### src/rtl/core/lrbp_pkg.sv
// Package: shared types, codes and the seven-segment table of the LED row buffer painter.
`default_nettype none

package lrbp_pkg;

    localparam int unsigned ROW_COUNT  = 8;
    localparam int unsigned ROW_W      = 3;

    typedef enum logic [1:0] {
        CMD_DIGIT = 2'd0,
        CMD_BAR   = 2'd1,
        CMD_RAW   = 2'd2,
        CMD_CLEAR = 2'd3
    } t_cmd;

    // bar column select codes
    localparam logic [1:0] SIDE_BIT4 = 2'd1;
    localparam logic [1:0] SIDE_BIT2 = 2'd2;

    // bar mode codes
    localparam logic [2:0] BAR_CLEAR   = 3'd0;
    localparam logic [2:0] BAR_MARK_LO = 3'd1;
    localparam logic [2:0] BAR_MARK_HI = 3'd3;
    localparam logic [2:0] BAR_SET     = 3'd4;

    localparam logic [7:0] SEG_BLANK = 8'h00;

    typedef struct packed {
        logic [1:0] command;
        logic [3:0] digit_position;
        logic [3:0] digit_value;
        logic [1:0] bar_side;
        logic [2:0] bar_level;
        logic [2:0] bar_mode;
        logic [3:0] target_register;
        logic [7:0] write_value;
    } t_req;

    typedef struct packed {
        logic [3:0] reg_address;
        logic [7:0] reg_data;
        logic       last;
    } t_res;

    typedef enum logic {
        ST_IDLE = 1'b0,
        ST_RUN  = 1'b1
    } t_state;

    // controller -> datapath
    typedef struct packed {
        logic load;
        logic step;
    } t_dp_cmd;

    // datapath -> controller
    typedef struct packed {
        logic last_row;
    } t_dp_stat;

    // segment pattern; bit k+1 goes to row k+1, digits above 9 blank
    function automatic logic [7:0] seg_pattern(input logic [3:0] value);
        logic [7:0] pat;
        case (value)
            4'd0:    pat = 8'h7e;
            4'd1:    pat = 8'h0c;
            4'd2:    pat = 8'hb6;
            4'd3:    pat = 8'h9e;
            4'd4:    pat = 8'hcc;
            4'd5:    pat = 8'hda;
            4'd6:    pat = 8'hfa;
            4'd7:    pat = 8'h0e;
            4'd8:    pat = 8'hfe;
            4'd9:    pat = 8'hde;
            default: pat = SEG_BLANK;
        endcase
        return pat;
    endfunction

endpackage

`default_nettype wire

### src/rtl/core/lrbp_ctrl.sv
// Controller: sequences one request over its row writes.
`default_nettype none

module lrbp_ctrl (
    input  wire logic              i_clk,
    input  wire logic              i_rst_n,
    input  wire logic              start,
    output logic                   busy,
    output lrbp_pkg::t_dp_cmd      o_cmd,
    input  wire lrbp_pkg::t_dp_stat i_stat
);

    lrbp_pkg::t_state r_state;
    lrbp_pkg::t_state n_state;

    always_ff @(posedge i_clk) begin
        if (!i_rst_n) begin
            r_state <= lrbp_pkg::ST_IDLE;
        end else begin
            r_state <= n_state;
        end
    end

    always_comb begin
        n_state    = r_state;
        o_cmd.load = 1'b0;
        o_cmd.step = 1'b0;
        busy       = 1'b0;
        case (r_state)
            lrbp_pkg::ST_IDLE: begin
                if (start) begin
                    o_cmd.load = 1'b1;
                    n_state    = lrbp_pkg::ST_RUN;
                end
            end
            lrbp_pkg::ST_RUN: begin
                busy       = 1'b1;
                o_cmd.step = 1'b1;
                if (i_stat.last_row) begin
                    n_state = lrbp_pkg::ST_IDLE;
                end
            end
            default: begin
                n_state = lrbp_pkg::ST_IDLE;
            end
        endcase
    end

endmodule

`default_nettype wire

### src/rtl/core/lrbp_datapath.sv
// Datapath: request register, row counter, frame buffer and write word register.
`default_nettype none

module lrbp_datapath (
    input  wire logic               i_clk,
    input  wire logic               i_rst_n,
    input  wire lrbp_pkg::t_req     i_req,
    input  wire lrbp_pkg::t_dp_cmd  i_cmd,
    output lrbp_pkg::t_dp_stat      o_stat,
    output logic                    o_res_valid,
    output lrbp_pkg::t_res          o_res
);

    lrbp_pkg::t_req                r_req;
    logic [lrbp_pkg::ROW_W-1:0]    r_row;
    logic [7:0]                    r_buf [lrbp_pkg::ROW_COUNT];
    lrbp_pkg::t_res                r_res;
    logic                          r_res_valid;

    logic [7:0] row_cur;
    logic [7:0] row_new;
    logic [7:0] mask;
    logic [7:0] pattern;
    logic       bit_on;
    logic       bit_upd;
    logic       last_row;
    logic       buf_wr;
    lrbp_pkg::t_res n_res;

    assign row_cur = r_buf[r_row];
    assign pattern = lrbp_pkg::seg_pattern(r_req.digit_value);

    always_comb begin
        mask    = 8'h00;
        bit_on  = 1'b0;
        bit_upd = 1'b0;
        case (lrbp_pkg::t_cmd'(r_req.command))
            lrbp_pkg::CMD_DIGIT: begin
                if (r_req.digit_position <= 4'd1) begin
                    mask = 8'h01;
                end else if (r_req.digit_position <= 4'd8) begin
                    mask = 8'h01 << (r_req.digit_position[2:0] - 3'd1);
                end
                // pattern bit row+1; r_row stays below 7 here
                bit_on  = pattern[r_row + 3'd1];
                bit_upd = 1'b1;
            end
            lrbp_pkg::CMD_BAR: begin
                if (r_req.bar_side == lrbp_pkg::SIDE_BIT4) begin
                    mask = 8'h10;
                end else if (r_req.bar_side == lrbp_pkg::SIDE_BIT2) begin
                    mask = 8'h04;
                end else begin
                    mask = 8'h01;
                end
                case (r_req.bar_mode) inside
                    lrbp_pkg::BAR_CLEAR: begin
                        bit_upd = 1'b1;
                    end
                    [lrbp_pkg::BAR_MARK_LO:lrbp_pkg::BAR_MARK_HI]: begin
                        bit_on  = (r_row == r_req.bar_level);
                        bit_upd = 1'b1;
                    end
                    lrbp_pkg::BAR_SET: begin
                        bit_on  = 1'b1;
                        bit_upd = 1'b1;
                    end
                    default: begin
                        bit_upd = 1'b0;
                    end
                endcase
            end
            default: begin
                bit_upd = 1'b0;
            end
        endcase
    end

    always_comb begin
        if (!bit_upd) begin
            row_new = row_cur;
        end else if (bit_on) begin
            row_new = row_cur | mask;
        end else begin
            row_new = row_cur & ~mask;
        end
    end

    always_comb begin
        case (lrbp_pkg::t_cmd'(r_req.command))
            lrbp_pkg::CMD_DIGIT: last_row = (r_row == 3'd6);
            lrbp_pkg::CMD_RAW:   last_row = 1'b1;
            default:             last_row = (r_row == 3'd7);
        endcase
    end

    assign buf_wr = i_cmd.step &&
                    (r_req.command == lrbp_pkg::CMD_DIGIT ||
                     r_req.command == lrbp_pkg::CMD_BAR);

    always_comb begin
        n_res.last        = last_row;
        n_res.reg_address = {1'b0, r_row} + 4'd1;
        n_res.reg_data    = row_new;
        case (lrbp_pkg::t_cmd'(r_req.command))
            lrbp_pkg::CMD_RAW: begin
                n_res.reg_address = r_req.target_register;
                n_res.reg_data    = r_req.write_value;
            end
            lrbp_pkg::CMD_CLEAR: begin
                n_res.reg_data = 8'h00;
            end
            default: begin
                n_res.reg_data = row_new;
            end
        endcase
    end

    always_ff @(posedge i_clk) begin
        if (i_cmd.load) begin
            r_req <= i_req;
        end
        if (i_cmd.step) begin
            r_res <= n_res;
        end
    end

    always_ff @(posedge i_clk) begin
        if (!i_rst_n) begin
            r_row       <= '0;
            r_res_valid <= 1'b0;
            for (int i = 0; i < lrbp_pkg::ROW_COUNT; i++) begin
                r_buf[i] <= 8'h00;
            end
        end else begin
            r_res_valid <= i_cmd.step;
            if (i_cmd.load) begin
                r_row <= '0;
            end else if (i_cmd.step) begin
                r_row <= r_row + 3'd1;
            end
            if (buf_wr) begin
                r_buf[r_row] <= row_new;
            end
        end
    end

    assign o_stat.last_row = last_row;
    assign o_res_valid     = r_res_valid;
    assign o_res           = r_res;

endmodule

`default_nettype wire

### src/rtl/core/led_row_buffer_painter.sv
// Top level: LED row buffer painter, controller plus datapath.
//
//  channel   signals                          handshake
//  -------   -------------------------------  -------------------------------
//  request   i_req (lrbp_pkg::t_req)          start high while busy low
//  result    o_res (lrbp_pkg::t_res)          o_res_valid, one-cycle strobe
//
// A request is taken at the edge where start is high and busy is low. It then
// runs one row per cycle: 7 rows for digit, 8 for bar and clear, 1 for raw,
// set by the single frame buffer read/write port and the row counter.
// Each write word is registered and appears in the cycle after its row is processed;
// the next request can be taken in the cycle after the last row.
// Reset (synchronous, active low) clears the frame buffer and the controller.
// The receiver cannot stall: each write word is shown for exactly one cycle.
`default_nettype none

module led_row_buffer_painter (
    input  wire logic            i_clk,
    input  wire logic            i_rst_n,
    input  wire logic            start,
    output logic                 busy,
    input  wire lrbp_pkg::t_req  i_req,
    output logic                 o_res_valid,
    output lrbp_pkg::t_res       o_res
);

    lrbp_pkg::t_dp_cmd  dp_cmd;
    lrbp_pkg::t_dp_stat dp_stat;

    // sequencer: idle / run, steps one row per cycle
    lrbp_ctrl u_ctrl (
        .i_clk   (i_clk),
        .i_rst_n (i_rst_n),
        .start   (start),
        .busy    (busy),
        .o_cmd   (dp_cmd),
        .i_stat  (dp_stat)
    );

    // request latch, row buffer update and registered write word
    lrbp_datapath u_dp (
        .i_clk       (i_clk),
        .i_rst_n     (i_rst_n),
        .i_req       (i_req),
        .i_cmd       (dp_cmd),
        .o_stat      (dp_stat),
        .o_res_valid (o_res_valid),
        .o_res       (o_res)
    );

    // every busy cycle produces exactly one write word
    a_busy_emits: assert property (@(posedge i_clk) disable iff (!i_rst_n)
        busy |=> o_res_valid)
        else $error("busy cycle produced no write word");

    // write words only come out of a running request
    a_valid_from_busy: assert property (@(posedge i_clk) disable iff (!i_rst_n)
        o_res_valid |-> $past(busy))
        else $error("write word without running request");

    // final write of a request coincides with the controller going idle
    a_last_idle: assert property (@(posedge i_clk) disable iff (!i_rst_n)
        (o_res_valid && o_res.last) |-> !busy)
        else $error("controller still busy after final write");

    // an accepted request starts running at once
    a_accept_runs: assert property (@(posedge i_clk) disable iff (!i_rst_n)
        (start && !busy) |=> busy)
        else $error("accepted request did not start");

endmodule

`default_nettype wire

### config.mk
export PLATFORM = sky130hd
export DESIGN_NAME = led_row_buffer_painter
export DESIGN_NICKNAME = d
export VERILOG_FILES = /design/src/rtl/core/lrbp_pkg.sv /design/src/rtl/core/lrbp_ctrl.sv /design/src/rtl/core/lrbp_datapath.sv /design/src/rtl/core/led_row_buffer_painter.sv
export SDC_FILE = /design/constraint.sdc
export NUM_CORES = 1
export LEC_CHECK = 0
export BUFFER_PORTS_ARGS = -buffer_cell sky130_fd_sc_hd__buf_4
export CORE_ASPECT_RATIO = 0.7
export CORE_MARGIN = 2
export CORE_UTILIZATION = 55
export CTS_BUF_LIST = sky130_fd_sc_hd__clkbuf_8
export DETAILED_ROUTE_END_ITERATION = 10
export PLACE_DENSITY = 0.78
export SLEW_MARGIN = 10
export SYNTH_ARGS = -nofsm -noshare
export SYNTH_HDL_FRONTEND = slang
export SYNTH_SLANG_ARGS = --single-unit
### constraint.sdc
create_clock -name i_clk -period 2.8 [get_ports i_clk]
set_input_delay 0.28 -clock i_clk [delete_from_list [all_inputs] [get_ports i_clk]]
set_output_delay 0.28 -clock i_clk [all_outputs]
set_load 0.01 [all_outputs]
# == Word-level counts from Yosys, hierarchy flattened ==
# Memories as Yosys holds them, arrays and structs flattened. A register that Yosys moved wholly into a read port is not among the register bits.
# Cells that the tools add are included.
# word_totals
register_bits,48
ramBits,64
mem_bits_ro,112
input_bits,33
out_inout_bits,15
word_cells,80
mem_count,2
# memory_table
memory,words,width,rd,rd_clocked_by_memory_dff,wr,line,source
(name not given),16,7,1,1,0,lrbp_pkg.sv:64,case (value)
u_dp.r_buf,8,8,1,1,8,lrbp_datapath.sv:16,logic [7:0] r_buf [lrbp_pkg::ROW_COUNT];
# classes
addsub,3
magnitude_cmp,5
n_eq_ne,9
shifts,1
mux,34
n_bitwise,5
n_reduce_logical,7
# op_table
operator,n
8-bit 2-to-1 mux,6
8-bit one-hot mux with 2 select lines,2
1-bit 2-to-1 mux,15
3-bit 2-to-1 mux,4
3-bit equality test (second input constant),3
8-bit bitwise AND,1
4-bit 2-to-1 mux,2
8-bit inverter,1
8-bit OR,1
1-bit one-hot mux with 2 select lines,4
8-bit OR reduction,1
1-bit by 3-bit << shifter with 8-bit output (first input constant),1
2-bit equality test (second input constant),3
3-bit by 1-bit adder with 4-bit output (second input constant),1
2-bit by 1-bit equality test with 1-bit output (second input constant),2
4-bit by 1-bit less-or-equal comparator with 1-bit output (second input constant),1
4-bit less-or-equal comparator (second input constant),1
3-bit by 4-bit < comparator with 1-bit output (second input constant),1
3-bit by 1-bit adder with 3-bit output (second input constant),1
1-bit binary-select mux with 3-bit select,1
3-bit equality test,1
3-bit by 1-bit greater-or-equal comparator with 1-bit output (second input constant),1
3-bit by 2-bit less-or-equal comparator with 1-bit output (second input constant),1
3-bit logical NOT,1
other kinds (6),8

# == Logic depth before layout (Yosys ltp) ==
# depth
depth_word,10
mapped_depth,7
ltp_nobuf,7

# == Hierarchy ==
# Synthesis repeated with hierarchy kept, for this count alone.
# unflattened
hier_cells,375
area_unflattened_um2,5327.6
# by_module_without_submodules
mod,n_inst,cells_each,area_per_inst_um2,seq_area_each_um2
lrbp_datapath,1,370,5272.6,3493.4
lrbp_ctrl,1,5,55.1,20.0

# == Least setup slack after synthesis ==
# No wires, ideal clock.
# synth_path
path_kind,register to register
from,register u_ctrl.r_state
to,"register, netlist name u_dp.pattern[5]"
setup_ns,0.118
arrival_ns,2.842
t_required_ns,2.682
path_slack_ns,-0.159
stages_incl_launch_ff,7
n_path_buf,1
period_less_slack_ns,2.959
cell_sequence,dfxtp_1 nor2b_1 clkbuf_1 mux2i_1 inv_1 ha_1 a22o_1
# synth_lines
element,line,source
"start, declared",lrbp_ctrl.sv:13,lrbp_pkg::t_state r_state;
"start signal, assigned",lrbp_ctrl.sv:18,r_state <= lrbp_pkg::ST_IDLE;
"start signal, assigned",lrbp_ctrl.sv:20,r_state <= n_state;

==> results.py <==
metrics = {
    "status": {
        "outcome": "completed",
    },
    "worst_setup_path": {
        "worstSetupStartpointType": "register",
        "crit_fanout": 9,
        "crit_buf_inv": 1,
        "crit_chain": "ha_1, mux4_2, nor2_1, a2111oi_4, buf_4, o31ai_2, o21ai_0",
        "arrival_ns": 2.86,
        "path_delay_family": "compound AO/OA/AOI/OAI gates",
        "cp.required_ns": 2.97,
        "critPathCaptureType": "register",
        "slowest_stage": "o31ai_2",
        "cp_slowest_stage_delay_ns": 0.66,
        "crit_type": "register to register",
        "r2r_start": "u_dp.r_row[0]",
        "startpoint": "u_dp.r_row[0]",
    },
    "clocking": {
        "h-tree-depth": 4,
        "clk_latency_ns": 0.45,
        "clkSinkCount": 122,
        "path_clk_slew_ns": 0.08,
        "cts_root_buf": "clkbuf_8",
        "cts-buffers-inserted": 17,
        "ctsLongestPathBuffers": 2,
        "cts_tree": "done",
    },
    "die": {
        "die_h_um": 85.9,
        "die_x_um": 121,
        "initial_utilization": 0.575,
        "core_area_sq_um": 9180,
        "rows": 29,
        "die-area_sq_um": 10400,
        "pin_count": 48,
    },
    "place": {
        "place.gp.congestion": 0.851,
        "dp_hpwl_mm": 8.11,
        "placed_area_sq_um": 5930,
        "port_buffers": 47,
    },
    "logic_synthesis": {
        "yosysTopAreaCell": "edfxtp_1",
        "netlist_area_sq_um": 5280,
        "synth_edf_count": 107,
        "ys.flop_type": "edfxtp_1",
        "synth_cell_type_count": 42,
        "ys_warn_count": 0,
        "seq_area_frac_synth": 0.666,
        "synth.top_cell.area_share": 0.609,
        "yosys-top-cells-area": "edfxtp_1, mux4_2, dfxtp_1",
        "synth_area_per_cell_sq_um": 14.1,
        "async_reset_ff_frac": 0,
        "synth.net_count": 417,
        "syn_inst": 375,
        "synth_seq_cells": 122,
    },
    "job": {
        "max_cap_violations": 0,
    },
    "hold_path": {
        "hold_path.class": "primary input to register",
        "hold_start": "i_req[4]",
    },
    "routing": {
        "drcViolationCount": 0,
        "via_per_inst": 5.70,
        "drtIter0Drc": 395,
        "vias": 3512,
        "routed_wl_mm": 12.5,
        "wl_per_cell_um": 20.3,
        "ant_nets": 0,
        "firstDrtPassIters": 5,
    },
    "global_route": {
        "busiest_layer": "met2",
        "grt_pass1_wl_mm": 19.1,
        "overflow": 0,
        "use_met2": 0.396,
        "met3_usage": 0.101,
        "met1_usage": 0.342,
        "grt_pass1_vias": 3562,
        "grtUsageTotal": 0.259,
        "antenna_found_initial": 1,
        "grt_max_degree": 19,
    },
    "finish": {
        "final_common_cell": "edfxtp_1",
        "fin_nets": 521,
        "fin_area_sq_um": 6640,
        "drive_gt1_frac": 0.278,
        "syn2layout_area_growth_pct": 25.9,
        "layout_common_cells": "edfxtp_1, buf_4, nor2_1",
        "fill_cells": 576,
        "diodes": 0,
    },
    "sta": {
        "relSlewSlack": 0.513,
        "skew_ns": 0.0137,
        "fin_crit_sh": 0.961,
        "timing.final.crit_period_ns": 2.69,
        "timing.hold.ws_ns": 0.0210,
        "max_freq_mhz": 372,
        "worstMarginPinSlew_ns": 0.726,
        "setup_viol": 0,
        "hold_viol": 0,
        "grt_setup_unrepaired": "yes",
        "report.final.slew_viol_count": 0,
    },
    "power_and_ir_drop": {
        "power_density_nw_per_um2": 644,
        "ir_drop_mv": 0.535,
        "leakage_nw": 2.51,
    },
}
[final cells by class]
class | count | area [sq um] | share of cell area
Clock inverter | 15 | 199 | 0.0299
Inverter | 7 | 26.3 | 0.00396
Sequential cell | 122 | 3510 | 0.529
Tap cell | 124 | 155 | 0.0234
Timing Repair Buffer | 99 | 808 | 0.122
Clock buffer | 17 | 234 | 0.0352
Multi-Input combinational cell | 232 | 1710 | 0.257
[state kept, by name, summed over array words and instances (netlist names), named ones only]
register	cells
u_dp.r_buf	64
u_dp.r_req	30
u_dp.o_res	13
u_dp.pattern	7
u_dp.r_row	3
u_ctrl.r_state	1
u_dp.o_res_valid	1
[cell families (layout without fill, tap and decap cells)]
logic type	count (synthesis)	in the layout	synth area share
AOI/OAI and AO/OA	46	46	0.0702
xor gates and xnor gates	6	6	0.00996
adders and majority gates	9	9	0.0213
buffers and inverters	21	138	0.0161
DFF	122	122	0.666
muxes	33	33	0.104
and+or+nand+nor	138	138	0.112
[stage by stage]
step           setup WS (ns)  power (mW)   util  TNS (ns)  instances
2_1_floorplan          0.351        2.39      -         0        375
3_3_place_gp           0.100        2.55  0.646         0        558
3_5_place_dp         0.00569        2.57  0.646         0        558
4_1_cts               0.0935        4.28  0.717         0        611
5_1_grt              -0.0452        4.42  0.724    -0.126        616
6_report               0.110        4.28  0.724         0        616
[cell usage after synthesis, types with 2 or more instances]
| library cell | number |
|---|---|
| edfxtp_1 | 107 |
| nor2_1 | 71 |
| nand2_1 | 37 |
| mux4_2 | 17 |
| o21ai_0 | 17 |
| dfxtp_1 | 15 |
| mux2i_1 | 12 |
| clkbuf_1 | 10 |
| nor2b_1 | 10 |
| ha_1 | 9 |
| inv_1 | 7 |
| nand3_1 | 6 |
| o31ai_2 | 5 |
| a21oi_1 | 4 |
| nor3b_1 | 4 |
| mux2_2 | 3 |
| o41ai_2 | 3 |
| xnor2_1 | 3 |
| xor2_1 | 3 |
| a31oi_1 | 2 |
| and2_1 | 2 |
| buf_2 | 2 |
| nand3b_1 | 2 |
| nor3_1 | 2 |
| o21a_1 | 2 |
| o22ai_1 | 2 |
| o31ai_1 | 2 |
| or4_1 | 2 |
[timing repair]
| item | CTS | global route |
|---|---|---|
| resized for setup | 1 | 1 |
| hold buffers | 21 | 5 |
| endpoints found under the hold margin | 21 | 5 |
| pin swaps | 0 | 0 |
| buffers inserted | 0 | 0 |
| setup endpoints to repair | 1 | 11 |
[layer usage]
layer  part of all wire  routed length [um]  vias up
met4              0.013                 164        0
met3              0.099                1240       19
met2               0.47                5850      171
met5                  0                   0        -
li1                   -                   -     1601
met1               0.42                5270     1721
[path summary, 6_finish.rpt]
path / end / slack (ns) / depth (start not counted)
setup reg to reg: u_dp.o_res[8] / 0.11 / 7
setup / recovery: u_dp.o_res[8] / 0.11 / 7
hold / removal: u_dp.r_req[4] / 0.02 / 1
hold reg to reg: u_dp.o_res[7] / 0.53 / 2
[report_power, final]
group          switching, mW  internal [mW]  total [mW]  leakage (nW)
registers             0.0408           2.08        2.12          1.20
logic                  0.247          0.201       0.447          1.09
clock network          0.734          0.973        1.71         0.226
(Power assumes the default switching activity.)
